### config.mk
export PLATFORM = sky130hd
export DESIGN_NAME = crtg_queue
export DESIGN_NICKNAME = d
export VERILOG_FILES = /design/src/rtl/crtg_pkg.sv /design/src/rtl/crtg_queue.sv
export SDC_FILE = /design/constraint.sdc
export NUM_CORES = 1
export LEC_CHECK = 0
export ABC_AREA = 1
export BUFFER_PORTS_ARGS = -buffer_cell sky130_fd_sc_hd__clkbuf_2
export CAP_MARGIN = 20
export CORE_MARGIN = 2
export CORE_UTILIZATION = 30
export CTS_CLUSTER_DIAMETER = 150
export CTS_CLUSTER_SIZE = 8
export DETAILED_ROUTE_END_ITERATION = 16
export GPL_ROUTABILITY_DRIVEN = 0
export PLACE_DENSITY = 0.45
export SETUP_SLACK_MARGIN = 0.5
export SLEW_MARGIN = 20
export SYNTH_ARGS = -nofsm -noshare
export SYNTH_HDL_FRONTEND = slang
export SYNTH_SLANG_ARGS = --single-unit
### constraint.sdc
create_clock -name clk -period 10.78 [get_ports clk]
set_input_delay 2.156 -clock clk [delete_from_list [all_inputs] [get_ports clk]]
set_output_delay 2.156 -clock clk [all_outputs]
set_load 0.005 [all_outputs]
### src/rtl/crtg_pkg.sv
// shared widths, constants and word types for the cell restraint target gradient block
package crtg_pkg;

    localparam int AXES        = 3;
    localparam int AXIS_W      = 2;

    localparam int DIFF_W      = 20;
    localparam int MAG_W       = 20;
    localparam int LEN_W       = 22;
    localparam int TGT_W       = 24;
    localparam int WGT_W       = 16;
    localparam int TSUM_W      = 63;
    localparam int GRAD_W      = 64;
    localparam int REG_INDEX_W = 2;

    localparam int SCALE_W     = MAG_W + LEN_W;
    localparam int U_SHIFT     = 16;
    localparam int U_W         = 25;
    localparam int SQ_W        = 39;
    localparam int USQ_W       = 2 * U_W;
    localparam int DL_W        = 60;
    localparam int DSUM_W      = 52;
    localparam int DIST_SHIFT  = 12;
    localparam int DIST_W      = 40;
    localparam int WE_W        = 56;
    localparam int TGT_SHIFT   = 24;
    localparam int GRAD_SHIFT  = 54;

    localparam int HALF_W      = 32;
    localparam int OP_W        = 2 * HALF_W;
    localparam int PP_W        = 2 * HALF_W;
    localparam int PROD_W      = 2 * OP_W;

    localparam logic [SCALE_W-1:0] U_ROUND = SCALE_W'(1) << (U_SHIFT - 1);
    localparam logic [DSUM_W-1:0]  D_ROUND = DSUM_W'(1) << (DIST_SHIFT - 1);

    localparam logic [AXIS_W-1:0] AXIS_A = 2'd0;
    localparam logic [AXIS_W-1:0] AXIS_B = 2'd1;
    localparam logic [AXIS_W-1:0] AXIS_C = 2'd2;

    localparam logic [REG_INDEX_W-1:0] REG_CELL_A = 2'd0;
    localparam logic [REG_INDEX_W-1:0] REG_CELL_B = 2'd1;
    localparam logic [REG_INDEX_W-1:0] REG_CELL_C = 2'd2;

    localparam logic [LEN_W-1:0] LEN_RESET = 22'd4096;

    typedef struct packed {
        logic [AXES-1:0][MAG_W-1:0] mag;
        logic [TGT_W-1:0]           tgt;
        logic [WGT_W-1:0]           wgt;
        logic                       last;
    } crtg_item_t;

    typedef struct packed {
        logic [AXES-1:0][LEN_W-1:0] len;
    } crtg_cells_t;

    localparam crtg_cells_t CELLS_RESET = '{len: {AXES{LEN_RESET}}};

endpackage

### src/rtl/crtg_queue.sv
// short word queue between the front stage and the arithmetic back end
module crtg_queue
    import crtg_pkg::*;
#(
    parameter int DEPTH = 4
)
(
    input  logic       clk,
    input  logic       rst_n,
    input  logic       in_valid,
    output logic       in_ready,
    input  crtg_item_t in_item,
    output logic       out_valid,
    input  logic       out_ready,
    output crtg_item_t out_item
);

    localparam int PTR_W = (DEPTH > 1) ? $clog2(DEPTH) : 1;
    localparam int CNT_W = $clog2(DEPTH + 1);
    localparam logic [PTR_W-1:0] PTR_LAST = PTR_W'(DEPTH - 1);
    localparam logic [CNT_W-1:0] CNT_FULL = CNT_W'(DEPTH);

    crtg_item_t       mem_reg [DEPTH];
    logic [PTR_W-1:0] wr_ptr_reg;
    logic [PTR_W-1:0] wr_ptr_next;
    logic [PTR_W-1:0] rd_ptr_reg;
    logic [PTR_W-1:0] rd_ptr_next;
    logic [CNT_W-1:0] count_reg;
    logic [CNT_W-1:0] count_next;
    logic             wr;
    logic             rd;

    assign in_ready  = count_reg != CNT_FULL;
    assign out_valid = count_reg != '0;
    assign out_item  = mem_reg[rd_ptr_reg];
    assign wr        = in_valid && in_ready;
    assign rd        = out_valid && out_ready;

    always_comb
    begin
        wr_ptr_next = wr_ptr_reg;
        rd_ptr_next = rd_ptr_reg;
        count_next  = count_reg;
        if (wr)
        begin
            wr_ptr_next = (wr_ptr_reg == PTR_LAST) ? '0 : wr_ptr_reg + PTR_W'(1);
        end
        if (rd)
        begin
            rd_ptr_next = (rd_ptr_reg == PTR_LAST) ? '0 : rd_ptr_reg + PTR_W'(1);
        end
        if (wr && !rd)
        begin
            count_next = count_reg + CNT_W'(1);
        end
        else if (rd && !wr)
        begin
            count_next = count_reg - CNT_W'(1);
        end
    end

    always_ff @(posedge clk or negedge rst_n)
    begin
        if (!rst_n)
        begin
            wr_ptr_reg <= '0;
            rd_ptr_reg <= '0;
            count_reg  <= '0;
        end
        else
        begin
            wr_ptr_reg <= wr_ptr_next;
            rd_ptr_reg <= rd_ptr_next;
            count_reg  <= count_next;
        end
    end

    always_ff @(posedge clk)
    begin
        if (wr)
        begin
            mem_reg[wr_ptr_reg] <= in_item;
        end
    end

endmodule

==> impl_metrics.ini <==
[floorplanning]
die_w_um = 239
initial_util = 0.302
io-pin-count = 208
dieHeight_um = 239
core_um2 = 54800
num_rows = 86
design.die.area_um2 = 57000

[routing]
route.antenna.remaining_nets = 0
detail_route.wirelength_um = 35700
detailroute.via_count = 9518
drt-initial-drc-count = 440
drt-pass1-iter-count = 4
detail_route.wl_per_cell_um = 16.5
drc = 0
via_per_inst = 4.39

[min_path]
worst_hold_path_type = reg -> reg
holdPathStages = 2

[power]
ir_drop_mv = 0.192
report.power.total_w = 0.00533
cellPowerDensity_nw_per_um2 = 272
power.leakage_nw = 7.68

[critical_path]
critical_path.endpoint_type = primary output
worst-endpoint-required_ns = 8.62
worst-endpoint-arrival_ns = 3.08
cp_cell_instances = buf_4 > nand2_1 > o211ai_1 > nand2_1 > clkbuf_2
timing.setup.critical_path_class = reg -> out
critPathMaxFanout = 107
rr_worst_depth = 6
crit_path_top_delay_cell = sky130_fd_sc_hd__dfrtp_4
crit_cells = 5
cpLargestDelayFamily = flip-flops
delay_of_the_slowest_cell_on_the_worst_path_ns = 1.01
path_common_cell = sky130_fd_sc_hd__nand2_1
crit_buf_inv = 2
critPathLaunchType = register

[sta]
maxSlewViolCount = 0
fmax_mhz = 191
rsz0062_at_grt = no
finalCritPeriodShare = 0.486
report.final.hold_viol_count = 0
setup-tns-final_ns = 0
worstMarginPinSlew_ns = 1.03
timing.slew.headroom = 0.315
setup_violations = 0
finalWorstPathRequiredPeriod_ns = 5.24
fin_skew_ns = 0.0218

[yosys]
postSynthRegisterBits = 411
synth_area_um2 = 16500
synth_area_per_cell_um2 = 13.4
yosys.cell_types.count = 17
yosys_warnings = 0
synth.top_cells.by_area = sky130_fd_sc_hd__edfxtp_1 73%, sky130_fd_sc_hd__o211ai_1 9.2%, sky130_fd_sc_hd__nand2_1 7.2%
synth_top_area_cell = sky130_fd_sc_hd__edfxtp_1
portion_of_the_post_synthesis_area_used_by_sequential_elements = 0.744
mappedNetlistNets = 1349
synth_largest_type_area_fraction = 0.734
syn-instance-count = 1237

[clock_tree]
post_cts_hold_buffer_count = 0
cts_root_buf = sky130_fd_sc_hd__clkbuf_16
max-clock-path-buffers = 3
htree_num_levels = 2
clock_tree_from_tritoncts = built
numCtsBuffers = 57
insertion_delay_ns = 0.59
post_cts_resized = 0
cts_num_sinks = 411
clk_transition_reported_paths_ns = 0.05
post_cts_buffers = 0

[global_route]
grtUsageTotal = 0.124
grt_start_max_net_pins = 213
number_of_antenna_violations_at_the_first_check_in_global_routing = 3
grt_pass1_wl_um = 53900
grt-ovfl-total = 0
vias_in_the_first_global_route = 9215

[final_layout]
area_delta_synth_final_pct = 18.5
final_util = 0.358
fin_area_um2 = 19600
num-nets-final = 1560
layout-drive-gt1-share = 0.196
finalNonFillerCells = 2167
largest_register_ffs = 404

[placed_design]
place_area_um2 = 18100
detailed_placement_wirelength_estimate_um = 19200
io_buffers = 207
placed_cells = 2093

[job]
maxCapViolCount = 0

[run_status]
run_status = finished clean
## stage by stage
stage               setup slack, ns  hold slack [ns]
global route                   5.24            0.536
CTS                            5.48            0.498
finish                         5.54            0.492
floorplan                      3.71            0.463
global placement               6.17            0.481
detailed placement             6.13            0.486
## layout by cell type, fill, tap and decap left out, types with 4 or more instances in the layout
cell type,netlist,layout
sky130_fd_sc_hd__nor2_4,0,4
sky130_fd_sc_hd__clkbuf_16,0,59
sky130_fd_sc_hd__clkbuf_2,0,207
sky130_fd_sc_hd__dfrtp_1,7,5
sky130_fd_sc_hd__nand2_1,318,318
sky130_fd_sc_hd__nand3_1,7,7
sky130_fd_sc_hd__clkbuf_1,3,12
sky130_fd_sc_hd__buf_4,4,11
sky130_fd_sc_hd__inv_1,215,215
sky130_fd_sc_hd__ha_1,6,6
sky130_fd_sc_hd__edfxtp_1,404,404
sky130_fd_sc_hd__o211ai_1,202,202
## synthesized netlist by cell type
cell,number
sky130_fd_sc_hd__edfxtp_1,404
sky130_fd_sc_hd__nand2_1,318
sky130_fd_sc_hd__inv_1,215
sky130_fd_sc_hd__o211ai_1,202
sky130_fd_sc_hd__buf_6,31
sky130_fd_sc_hd__buf_2,29
sky130_fd_sc_hd__dfrtp_1,7
sky130_fd_sc_hd__nand3_1,7
sky130_fd_sc_hd__ha_1,6
sky130_fd_sc_hd__nor2_1,6
sky130_fd_sc_hd__buf_4,4
sky130_fd_sc_hd__clkbuf_1,3
sky130_fd_sc_hd__fa_1,1
sky130_fd_sc_hd__inv_2,1
sky130_fd_sc_hd__nand4_1,1
sky130_fd_sc_hd__o21ai_0,1
sky130_fd_sc_hd__xnor2_1,1
## cell type report
cell class / count / area, um^2
Sequential cell: 411 / 12300
Clock inverter: 2 / 16.3
Antenna cell: 1 / 2.50
Fill cell: 5342 / 35200
Timing Repair Buffer: 219 / 1140
Multi-Input combinational cell: 543 / 2910
Tap cell: 704 / 881
Inverter: 216 / 816
Clock buffer: 71 / 1520
## worst register-to-register path, cell delays in order (launching register included)
cell and delay [ns]:
sky130_fd_sc_hd__dfrtp_1 0.41, sky130_fd_sc_hd__inv_1 0.07, sky130_fd_sc_hd__nand3_1 0.18, sky130_fd_sc_hd__nand2_1 0.32, sky130_fd_sc_hd__nor2_4 0.18, sky130_fd_sc_hd__buf_4 0.46, sky130_fd_sc_hd__buf_4 0.52
## final timing paths
path	start	endpoint	slack (ns)
hold reg to reg	count_reg[2]$_DFFE_PN0P_	count_reg[2]$_DFFE_PN0P_	0.49
max in group asynchronous	rst_n	rd_ptr_reg[0]$_DFFE_PN0P_	9.18
min in group asynchronous	rst_n	rd_ptr_reg[1]$_DFFE_PN0P_	1.40
setup / recovery	rd_ptr_reg[0]$_DFFE_PN0P_	out_item[0]	5.54
hold / removal	count_reg[2]$_DFFE_PN0P_	count_reg[2]$_DFFE_PN0P_	0.49
setup reg to reg	count_reg[0]$_DFFE_PN0P_	mem_reg[1][42]$_DFFE_PP_	8.27
## logic make-up (layout without fill, tap and decap cells)
family	Yosys count	in the layout	share of synthesized area
compound gates	203	203	0.0920
other cells	0	1	0
simple gates	332	332	0.0760
xor+xnor	1	1	0.000530
flops	411	411	0.744
buf+inv	283	508	0.0814
fa+ha+maj	7	7	0.00575
## power breakdown
part | internal (W) | switching [W] | total [W]
clock network | 0.000963 | 0.000610 | 0.00157
logic | 0.000523 | 0.000983 | 0.00151
registers | 0.00210 | 0.000149 | 0.00225
total | 0.00359 | 0.00174 | 0.00533
## per-layer routing
layer / wire (um) / global-route usage / vias up / part of all wire
met3: 2580 / 0.0448 / 55 / 0.072
met2: 16900 / 0.206 / 183 / 0.47
met1: 15500 / 0.152 / 4566 / 0.43
met4: 649 / 0.0364 / 6 / 0.018
met5: 39 / 0 / - / 0.0011
li1: - / - / 4708 / -
Power figures use the tool's default switching activity.
