$ cat src/rtl/crtg_pkg.sv
// shared widths, constants and word types for the cell restraint target gradient block
package crtg_pkg;

    localparam int AXES        = 3;
    localparam int AXIS_W      = 2;

    localparam int DIFF_W      = 20;
    localparam int MAG_W       = 20;
    localparam int LEN_W       = 22;
    localparam int TGT_W       = 24;
    localparam int WGT_W       = 16;
    localparam int TSUM_W      = 63;
    localparam int GRAD_W      = 64;
    localparam int REG_INDEX_W = 2;

    localparam int SCALE_W     = MAG_W + LEN_W;
    localparam int U_SHIFT     = 16;
    localparam int U_W         = 25;
    localparam int SQ_W        = 39;
    localparam int USQ_W       = 2 * U_W;
    localparam int DL_W        = 60;
    localparam int DSUM_W      = 52;
    localparam int DIST_SHIFT  = 12;
    localparam int DIST_W      = 40;
    localparam int WE_W        = 56;
    localparam int TGT_SHIFT   = 24;
    localparam int GRAD_SHIFT  = 54;

    localparam int HALF_W      = 32;
    localparam int OP_W        = 2 * HALF_W;
    localparam int PP_W        = 2 * HALF_W;
    localparam int PROD_W      = 2 * OP_W;

    localparam logic [SCALE_W-1:0] U_ROUND = SCALE_W'(1) << (U_SHIFT - 1);
    localparam logic [DSUM_W-1:0]  D_ROUND = DSUM_W'(1) << (DIST_SHIFT - 1);

    localparam logic [AXIS_W-1:0] AXIS_A = 2'd0;
    localparam logic [AXIS_W-1:0] AXIS_B = 2'd1;
    localparam logic [AXIS_W-1:0] AXIS_C = 2'd2;

    localparam logic [REG_INDEX_W-1:0] REG_CELL_A = 2'd0;
    localparam logic [REG_INDEX_W-1:0] REG_CELL_B = 2'd1;
    localparam logic [REG_INDEX_W-1:0] REG_CELL_C = 2'd2;

    localparam logic [LEN_W-1:0] LEN_RESET = 22'd4096;

    typedef struct packed {
        logic [AXES-1:0][MAG_W-1:0] mag;
        logic [TGT_W-1:0]           tgt;
        logic [WGT_W-1:0]           wgt;
        logic                       last;
    } crtg_item_t;

    typedef struct packed {
        logic [AXES-1:0][LEN_W-1:0] len;
    } crtg_cells_t;

    localparam crtg_cells_t CELLS_RESET = '{len: {AXES{LEN_RESET}}};

endpackage

$ cat src/rtl/crtg_front.sv
// front stage: takes restraint words and reduces the differences to magnitudes
module crtg_front
    import crtg_pkg::*;
(
    input  logic                     clk,
    input  logic                     rst_n,
    input  logic                     push,
    output logic                     full,
    input  logic signed [DIFF_W-1:0] diff_x,
    input  logic signed [DIFF_W-1:0] diff_y,
    input  logic signed [DIFF_W-1:0] diff_z,
    input  logic [TGT_W-1:0]         target_sq_dist,
    input  logic [WGT_W-1:0]         weight,
    input  logic                     last,
    output logic                     out_valid,
    input  logic                     out_ready,
    output crtg_item_t               out_item
);

    function automatic logic [MAG_W-1:0] magnitude(input logic signed [DIFF_W-1:0] v);
        magnitude = v[DIFF_W-1] ? (MAG_W'(~v) + MAG_W'(1)) : MAG_W'(v);
    endfunction

    logic       valid_reg;
    logic       valid_next;
    crtg_item_t item_reg;
    crtg_item_t item_next;
    logic       take;

    assign full      = valid_reg && !out_ready;
    assign take      = push && !full;
    assign out_valid = valid_reg;
    assign out_item  = item_reg;

    always_comb
    begin
        valid_next = valid_reg;
        item_next  = item_reg;
        if (take)
        begin
            valid_next            = 1'b1;
            item_next.mag[AXIS_A] = magnitude(diff_x);
            item_next.mag[AXIS_B] = magnitude(diff_y);
            item_next.mag[AXIS_C] = magnitude(diff_z);
            item_next.tgt         = target_sq_dist;
            item_next.wgt         = weight;
            item_next.last        = last;
        end
        else if (out_ready)
        begin
            valid_next = 1'b0;
        end
    end

    always_ff @(posedge clk or negedge rst_n)
    begin
        if (!rst_n)
        begin
            valid_reg <= 1'b0;
        end
        else
        begin
            valid_reg <= valid_next;
        end
    end

    always_ff @(posedge clk)
    begin
        item_reg <= item_next;
    end

endmodule

$ cat config.mk
export PLATFORM = sky130hd
export DESIGN_NAME = crtg_front
export DESIGN_NICKNAME = d
export VERILOG_FILES = /design/src/rtl/crtg_pkg.sv /design/src/rtl/crtg_front.sv
export SDC_FILE = /design/constraint.sdc
export NUM_CORES = 1
export LEC_CHECK = 0
export ABC_AREA = 1
export BUFFER_PORTS_ARGS = -buffer_cell sky130_fd_sc_hd__clkbuf_2
export CORE_MARGIN = 2
export CORE_UTILIZATION = 51
export DETAILED_ROUTE_END_ITERATION = 6
export PLACE_DENSITY = 0.95
export SLEW_MARGIN = 20
export SYNTH_ARGS = -nofsm -noshare
export SYNTH_HDL_FRONTEND = slang
export SYNTH_SLANG_ARGS = --single-unit
$ cat constraint.sdc
create_clock -name clk -period 16 [get_ports clk]
set_input_delay 3.2 -clock clk [delete_from_list [all_inputs] [get_ports clk]]
set_output_delay 3.2 -clock clk [all_outputs]
set_load 0.01 [all_outputs]
==> qor.txt, run 1 <==
Status -> completed
DR DRC count -> 0
Leak pwr -> 2.83 nW
Fin util -> 0.670
Clock skew -> 15.8 ps
Top Ports -> 208
Fin. Hold Viols -> 0
VDD IR max -> 0.0519 mV
Non-Filler Instances -> 749
Clock buffer depth -> 2
Syn_nets -> 527
Clk_lat worst skew -> 350 ps
Period utilisation layout -> 0.430
WHS -> 558 ps
Max_slew headroom -> 0.506
Antenna Cells -> 0
FF+latch area -> 3060 um2
Initial DRC count -> 189
Post-CTS setup buffer count -> 0
Via/cell ratio -> 5.17
Netlist cell types -> 30
Drt wl/cell -> 15.1 um
Fmax -> 0.145 GHz
DP Cell Count -> 732
Register area share after synthesis -> 0.640
CTS buffer count -> 9
Minimum clock period -> 6880 ps
Worst EP required -> 12,800 ps
P&R area growth vs syn -> 28.4%
Setup TNS -> 0 ps
Post-cts hold buffer count -> 0
Final setup viols -> 0
Die height -> 101 um
DP HPWL -> 8900 um
GRT overflow -> 0
WS Path Type -> input pin to output port
Total number of vias -> 3,874
Worst hold stages -> 2
Vias in the first global route -> 3,825
Length of the first detailed-routing pass in iterations -> 5
Post-CTS resize count -> 0
Power Dens Cells -> 91.3 nW/um2
Syn_area_per_cell -> 11.4 um2
CP Max Fanout -> 2
H-Tree Depth -> 3
Layout net count -> 741
R2R depth -> 4
First-pass GRT wire length -> 17,500 um
Row Count -> 35
CTS tree -> yes
Slew Limit Fails -> 0
CTS root buffer -> clkbuf_8
Final WL -> 11,300 um
RSZ-0062 raised after global routing -> false
Largest net degree at the start of global routing -> 62
CTS Sinks -> 102
Worst Path Arrival -> 3680 ps
Initial antenna violation count -> 0
MaxCap Viol Count -> 0
Gr usage total -> 0.219
Area of the multi-input gates -> 1500 um2
Die Area -> 10,200 um2
Critical path launch point type -> input pin
Worst setup EP type -> output port
Core area -> 9150 um2
GPL Wtd Cong -> 0.851
Final ANT Viol Nets -> 0
IO Port Bufs -> 207
Fillers -> 662
Hold Path Class -> flop to flop
Post-synthesis register bit count -> 102
Die X -> 101 um
YS warnings -> 0
Post-synth design cell area -> 4780 um2
Share of cells above drive strength 1 -> 0.431
Initial Util -> 0.522
Measured slew at the worst slew-check pin -> 740 ps
Clock-pin slew of the registers on the worst-case setup and hold paths -> 100 ps
Mapped Cells -> 419
==> final timing paths <==
check / startpoint / to / slack (ps)
worst max-delay path: out_ready / full / 9120
worst min-delay path: out_valid / out_valid / 560
worst max register to register: out_valid / out_item[90] / 13840
worst min register to register: out_valid / out_valid / 560
max in group asynchronous: rst_n / out_valid / 13320
min in group asynchronous: rst_n / out_valid / 2590
==> Yosys cell counts <==
library cell    n  area (um2)
buf_4           4        30.0
nand3b_1        2        15.0
ha_1            3        37.5
buf_6           1        11.3
nand3_1        30         150
nand2_1        92         345
nor3_1          2        10.0
or2_4           2        17.5
nand2_4         2        22.5
inv_2           4        15.0
buf_2           1        5.00
nand4_1         3        18.8
edfxtp_1      101        3030
o21ai_0        13        65.1
dfrtp_1         1        25.0
a21oi_2         3        26.3
o21ai_1         7        35.0
nand2_2        15        93.8
inv_1          43         161
nor2_1         33         124
xnor2_1        12         105
nor3_2          2        20.0
xor2_1         20         175
nand3_2         2        20.0
o21bai_1        1        7.51
nor2_2          3        18.8
nand3b_2        2        22.5
o21ai_4         1        16.3
nor2_4         11         124
o21ai_2         3        26.3
==> flip-flops by register name, indices dropped and copies added, names as in the netlist <==
signal / flops
out_valid: 1
out_item: 101
==> routing by layer <==
layer  routed length, um  up-vias  GRT usage
met5                   0        -          0
met4                 356        0     0.0811
li1                    -     1829          -
met2                6220      218      0.417
met1                3860     1788      0.236
met3                 887       39     0.0479
==> cell usage in the layout, fill, tap and decap left out, types with 10 or more instances in the layout <==
cell type,synthesis,final
clkbuf_2,0,207
edfxtp_1,101,101
nand2_1,92,92
inv_1,43,43
nor2_1,33,32
nand3_1,30,30
xor2_1,20,20
nand2_2,15,15
o21ai_0,13,13
nor2_4,11,12
xnor2_1,12,12
clkbuf_8,0,10
==> report_power, final <==
| part | leakage, nW | internal [mW] | switching (mW) |
|---|---|---|---|
| clock | 0.0841 | 0.0626 | 0.0880 |
| sequential | 0.976 | 0.316 | 0.00504 |
| combinational | 1.77 | 0.0341 | 0.0546 |
==> critical path, stage by stage <==
cell      delay, ps
clkbuf_2         80
inv_1            50
nand2_1          70
inv_1           130
clkbuf_2        150
==> stage by stage <==
step / cell area [um2] / total power, mW / setup WS (ps)
floorplan: 4780 / 0.374 / 7860
global placement: 5920 / 0.409 / 9180
detailed placement: 5920 / 0.414 / 9110
CTS: 6100 / 0.563 / 9110
global route: 6130 / 0.585 / 9070
finish: 6130 / 0.560 / 9120
==> cell type report <==
cell class / count / area share
well taps: 111 / 0.0226
repair buffers: 209 / 0.175
flip-flops and latches: 102 / 0.499
clock buffers: 11 / 0.0231
clock inverters: 5 / 0.00694
inverters: 47 / 0.0288
multi-input cells: 264 / 0.245
==> cells by family (layout without fill, tap and decap cells) <==
family / count (synthesis) / after routing / synth area share
buf+inv: 53 / 272 / 0.0466
xor+xnor: 32 / 32 / 0.0587
flops: 102 / 102 / 0.640
compound gates: 28 / 28 / 0.0369
fa+ha+maj: 3 / 3 / 0.00786
simple gates: 201 / 201 / 0.210
No activity file was read; power rests on OpenSTA's default activity.
==> inputs of run 2 (changes only) <==
Settings changed: ABC_AREA 1 to 0, CORE_UTILIZATION 51 to 41, PLACE_DENSITY 0.95 to 0.85.
Clock period 16 ns to 5.6 ns, I/O delays scaled along.
==> run 2 against run 1 <==
Net effect: critical path depth shrank 1; highest routed layer unchanged; die area rose by 9.6%; clock-buffer cell count fell by 1; final cell count shrank 17%; via count shrank 22%; first-iteration DRC count down 26%; sequential share of layout area rose by 4.6 points; total power rose to 2.8 times the previous value; global-route usage shrank 5.9 points; largest cell class unchanged.
==> qor.txt, run 2 <==
Worst EP required -> 4480 ps
Largest area contributor in the netlist -> edfxtp_1
Synth Area in Simple Gates -> 0.0787
Worst setup EP type -> output port
DP Cell Count -> 608
Max_slew headroom -> 0.462
Post-CTS setup buffer count -> 0
Post-synth EDFFs -> 101
Fin util -> 0.551
R2r endpoint -> out_item[34]
Xor/xnor share of the synthesized area -> 0.106
Initial Util -> 0.415
Die Area -> 11,100 um2
GRT overflow -> 0
First-pass GRT wire length -> 13,900 um
Setup TNS -> 0 ps
Final ANT Viol Nets -> 0
Mapped Cells -> 271
DP HPWL -> 7310 um
Initial antenna violation count -> 0
CTS buffer count -> 9
Switching portion of total power -> 0.251
Asr flop ratio synth -> 0.00980
Antenna Cells -> 0
Synth top area share -> 0.718
Syn_area_per_cell -> 15.6 um2
Share of cells above drive strength 1 -> 0.473
Worst Path Arrival -> 1560 ps
Netlist cell types -> 27
CTS tree -> yes
Row Count -> 37
DR DRC count -> 0
Fmax -> 0.374 GHz
Post-cts hold buffer count -> 0
Worst r2r src -> out_valid
Clock-pin slew of the registers on the worst-case setup and hold paths -> 100 ps
CTS Sinks -> 102
Period utilisation layout -> 0.478
R2R depth -> 3
Clock buffer depth -> 2
Total number of vias -> 3,035
Initial DRC count -> 139
RSZ-0062 raised after global routing -> false
Clk_lat worst skew -> 350 ps
Ranking of synthesized cells by area -> edfxtp_1, xnor2_1, o31ai_1
VDD IR max -> 0.116 mV
Post-synthesis register bit count -> 102
Length of the first detailed-routing pass in iterations -> 4
Power Dens Cells -> 280 nW/um2
Post-CTS resize count -> 0
Status -> completed
Minimum clock period -> 2680 ps
GPL Wtd Cong -> 0.849
Vias in the first global route -> 2,805
Largest register FFs -> 101
Ys flop type -> edfxtp_1
Register area share after synthesis -> 0.724
MaxCap Viol Count -> 0
Layout net count -> 591
Most frequent cell after synthesis -> edfxtp_1
Total power draw -> 1.57 mW
Die height -> 106 um
Largest net degree at the start of global routing -> 62
Sw power -> 0.394 mW
Most common cell after layout, fill and taps aside -> clkbuf_2
Met1 WL -> 3670 um
Combinational Power Share -> 0.134
Final setup viols -> 0
P&R area growth vs syn -> 32.7%
Multiplexer share of the synthesized area -> 0
Top Layer Used -> met4
Largest family of logic cells by synthesized area -> XOR/XNOR gates
Core area -> 10,200 um2
Most frequent cells in the layout -> clkbuf_2, edfxtp_1, xnor2_1
Post-synth design cell area -> 4230 um2
IO Port Bufs -> 207
Leak pwr -> 2.26 nW
YS warnings -> 0
Flop pwr share -> 0.583
Met2 wire length -> 4750 um
Die X -> 106 um
Top Ports -> 208
Critical path launch point type -> input pin
CTS root buffer -> clkbuf_8
Compound-gate portion of the synthesized area -> 0.0696
Setup slack, reg-to-reg -> 3480 ps
Post-Synth Adder-Cell Area -> 0.00888
WHS -> 515 ps
Hold Path Class -> input pin to async pin
Syn_nets -> 379
Non-Filler Instances -> 624
Fin. Hold Viols -> 0
Top post-synthesis cells by count -> edfxtp_1, xnor2_1, o21ai_0
Via/cell ratio -> 4.86
Final WL -> 9280 um
Drt wl/cell -> 14.9 um
Clock skew -> 8.30 ps
WS Path Type -> input pin to output port
Cell Int Power -> 1.18 mW
CP Max Fanout -> 3
Slew Limit Fails -> 0
Measured slew at the worst slew-check pin -> 807 ps
Clk pwr share -> 0.283
WL met3 -> 628 um
Gr usage total -> 0.160
H-Tree Depth -> 3
## run 2: final cells by class
class / instances / area [um2]
Tap cell: 136 / 170
Timing Repair Buffer: 208 / 1040
Fill cell: 866 / 4580
Clock buffer: 10 / 138
Clock inverter: 6 / 56.3
Inverter: 8 / 30.0
Sequential cell: 102 / 3060
Multi-Input combinational cell: 154 / 1110
## run 2: kinds of logic (layout without fill, tap and decap cells)
kind of cell               Yosys count  after routing
adders and majority gates            3              3
buffers and inverters               15            232
and+or+nand+nor                     57             57
xor gates and xnor gates            51             51
DFF                                102            102
AOI/OAI and AO/OA                   43             43
## run 2: metrics by stage
step / worst slack (ps) / instance area [um2]
2_1_floorplan: 1540 / 4230
3_5_place_dp: 2610 / 5420
5_1_grt: 2840 / 5610
6_report: 2920 / 5610
3_3_place_gp: 2650 / 5420
4_1_cts: 2920 / 5610
## run 2: how the worst max path moves through the flow
stage / startpoint / to / slack [ps] / cells after the start
after floorplan: out_ready / out_item[0] / 1540 / 2
after global placement: out_ready / out_item[13] / 2650 / 4
after detailed placement: out_ready / out_item[13] / 2610 / 4
after CTS: out_ready / full / 2920 / 4
after global routing: diff_y[5] / out_item[78] / 2840 / 5
final: out_ready / full / 2920 / 4
## run 2: routing by layer
metal / vias to the layer above / GRT usage
li1: 1461 / -
met1: 1423 / 0.193
met2: 136 / 0.276
met3: 15 / 0.0365
met4: 0 / 0.0677
met5: - / 0
## run 2: power groups by stage
stage / combinational [mW] / sequential [mW] / clock (mW)
after floorplan: 0.0726 / 0.963 / 0
after global routing: 0.230 / 0.920 / 0.480
after CTS: 0.213 / 0.917 / 0.458
after detailed placement: 0.212 / 0.934 / 0
after global placement: 0.206 / 0.932 / 0
final: 0.210 / 0.916 / 0.444
## run 2: worst max-delay path: stages
cell and delay, ps:
clkbuf_2 70, nand2b_1 160, inv_1 70, clkbuf_2 130
==> inputs of run 3 (changes only) <==
Settings changed: ABC_AREA 0 to 1, CORE_UTILIZATION 41 to 48, PLACE_DENSITY 0.85 to 0.91.
Clock period 5.6 ns to 2.8 ns, I/O delays scaled along.
==> run 3 against run 2 <==
Net effect: total power rose by 110%; combinational power rose by 140%; clock power rose by 100%; critical path type is now flop to output port; via count rose by 25%; largest power group unchanged; critical endpoint unchanged; highest routed layer unchanged; setup slack got worse by 1700 ps; clock-buffer cell count did not move; register-to-register slack got worse by 2200 ps; hold slack got worse by 150 ps.
==> qor.txt, run 3 (synthesis results as in run 1) <==
Minimum clock period -> 1610 ps
Row Count -> 36
Layout net count -> 741
Total number of vias -> 3,791
Antenna Cells -> 0
Largest stage delay on the critical path -> 350 ps
Length of the first detailed-routing pass in iterations -> 5
Share of cells above drive strength 1 -> 0.429
Status -> completed
Period utilisation layout -> 0.575
Die X -> 104 um
CTS tree -> yes
Largest net degree at the start of global routing -> 102
Hold Crit Start -> target_sq_dist[1]
Slew Limit Fails -> 0
Crit-path slowest cell -> dfrtp_1
Kind of cell adding the most delay to the critical path -> flip-flops
CTS root buffer -> clkbuf_8
Worst r2r src -> out_valid
CP Max Fanout -> 2
Measured slew at the worst slew-check pin -> 525 ps
R2R depth -> 4
Gr usage total -> 0.209
Leak pwr -> 2.84 nW
Fmax -> 0.621 GHz
GPL Wtd Cong -> 0.890
Initial Util -> 0.491
Worst EP required -> 2240 ps
Worst path cell trace -> nand2_1 -> inv_1 -> clkbuf_2
Hold Path Class -> input pin to flop
Most frequent cells in the layout -> clkbuf_2, edfxtp_1, nand2_1
Clk_lat worst skew -> 360 ps
Fin. Hold Viols -> 0
Worst setup EP type -> output port
Top Ports -> 208
IO Port Bufs -> 207
GRT overflow -> 0
R2r endpoint -> out_item[20]
Worst Path Arrival -> 1050 ps
VDD IR max -> 0.234 mV
DR DRC count -> 0
H-Tree Depth -> 3
Clock-pin slew of the registers on the worst-case setup and hold paths -> 100 ps
Worst hold stages -> 1
First-pass GRT wire length -> 17,900 um
Setup slack, reg-to-reg -> 1310 ps
Die Area -> 10,800 um2
DP Cell Count -> 754
WS Path Type -> flop to output port
Die height -> 104 um
Final WL -> 11,000 um
Core area -> 9730 um2
Vias in the first global route -> 3,775
CTS buffer count -> 9
CTS Sinks -> 102
Worst Setup Slack, final -> 1190 ps
MaxCap Viol Count -> 0
Worst Hold Path EP -> out_item[18]
Initial DRC count -> 233
Setup TNS -> 0 ps
Post-CTS setup buffer count -> 0
Non-Filler Instances -> 770
Largest register FFs -> 101
DP HPWL -> 8610 um
Final setup viols -> 0
Clock buffer depth -> 2
Critical path launch point type -> flop
Via/cell ratio -> 4.92
Buf/Inv on CP -> 2
Drt wl/cell -> 14.3 um
Place WS -> 991 ps
P&R area growth vs syn -> 28.9%
Final ANT Viol Nets -> 0
RSZ-0062 raised after global routing -> false
Most common cell after layout, fill and taps aside -> clkbuf_2
Max_slew headroom -> 0.650
Clock skew -> 17.6 ps
Initial antenna violation count -> 0
Power Dens Cells -> 526 nW/um2
-- run 3: cell types whose count changed in the layout (fill, tap and decap cells not counted), moves of 6 or more --
cell / delta
o21ai_1: +7
nor2_1: +29
nand2_2: +15
nor2_4: +12
nor4_1: -6
o31ai_1: -15
o21ai_0: -6
nand3_1: +25
nand2_1: +75
inv_1: +35
nand2b_1: -7
xnor2_1: -39
xor2_1: +20
o41ai_1: -8
-- run 3: area by class of cell --
class	count	area [um2]
well taps	133	166
clock inverters	5	60.1
flip-flops and latches	102	3060
inverters	47	176
fillers	779	3570
multi-input cells	264	1500
clock buffers	10	128
repair buffers	209	1070
-- run 3: where the power goes --
part           internal (mW)  switching (mW)
Combinational          0.194           0.308
Clock                  0.412           0.494
Sequential              1.80          0.0277
-- run 3: what timing repair did --
action                    CTS  global route
hold endpoints to repair    1             0
hold buffers                1             0
gates resized for setup     0             0
-- run 3: per-layer routing --
metal / global-route usage / wire length, um / up-vias
met5: 0 / 0 / -
met4: 0.0975 / 297 / 0
met3: 0.0371 / 836 / 22
met2: 0.382 / 5720 / 196
met1: 0.238 / 4120 / 1748
li1: - / - / 1825
-- run 3: per-stage QoR --
step	cell area [um2]	utilization	hold slack [ps]	power [mW]
floorplan	4780	-	264	2.13
global placement	5960	0.613	334	2.35
detailed placement	5960	0.613	337	2.37
CTS	6160	0.633	345	3.26
global route	6160	0.633	345	3.38
finish	6160	0.633	366	3.24
-- run 3: worst register-to-register path, stage by stage, from the launching register on --
cell and delay [ps]:
dfrtp_1 380, nand2_1 80, inv_1 90, nor2_4 110, buf_12 430
-- run 3: worst max path at each step --
stage,startpoint,end,slack (ps),cells past startpoint
4_1_cts,out_valid,full,1170,3
2_1_floorplan,out_ready,out_item[0],150,4
3_5_place_dp,diff_x[1],out_item[55],990,10
3_3_place_gp,diff_x[1],out_item[57],1050,10
5_1_grt,out_valid,full,1130,3
6_report,out_valid,full,1190,3
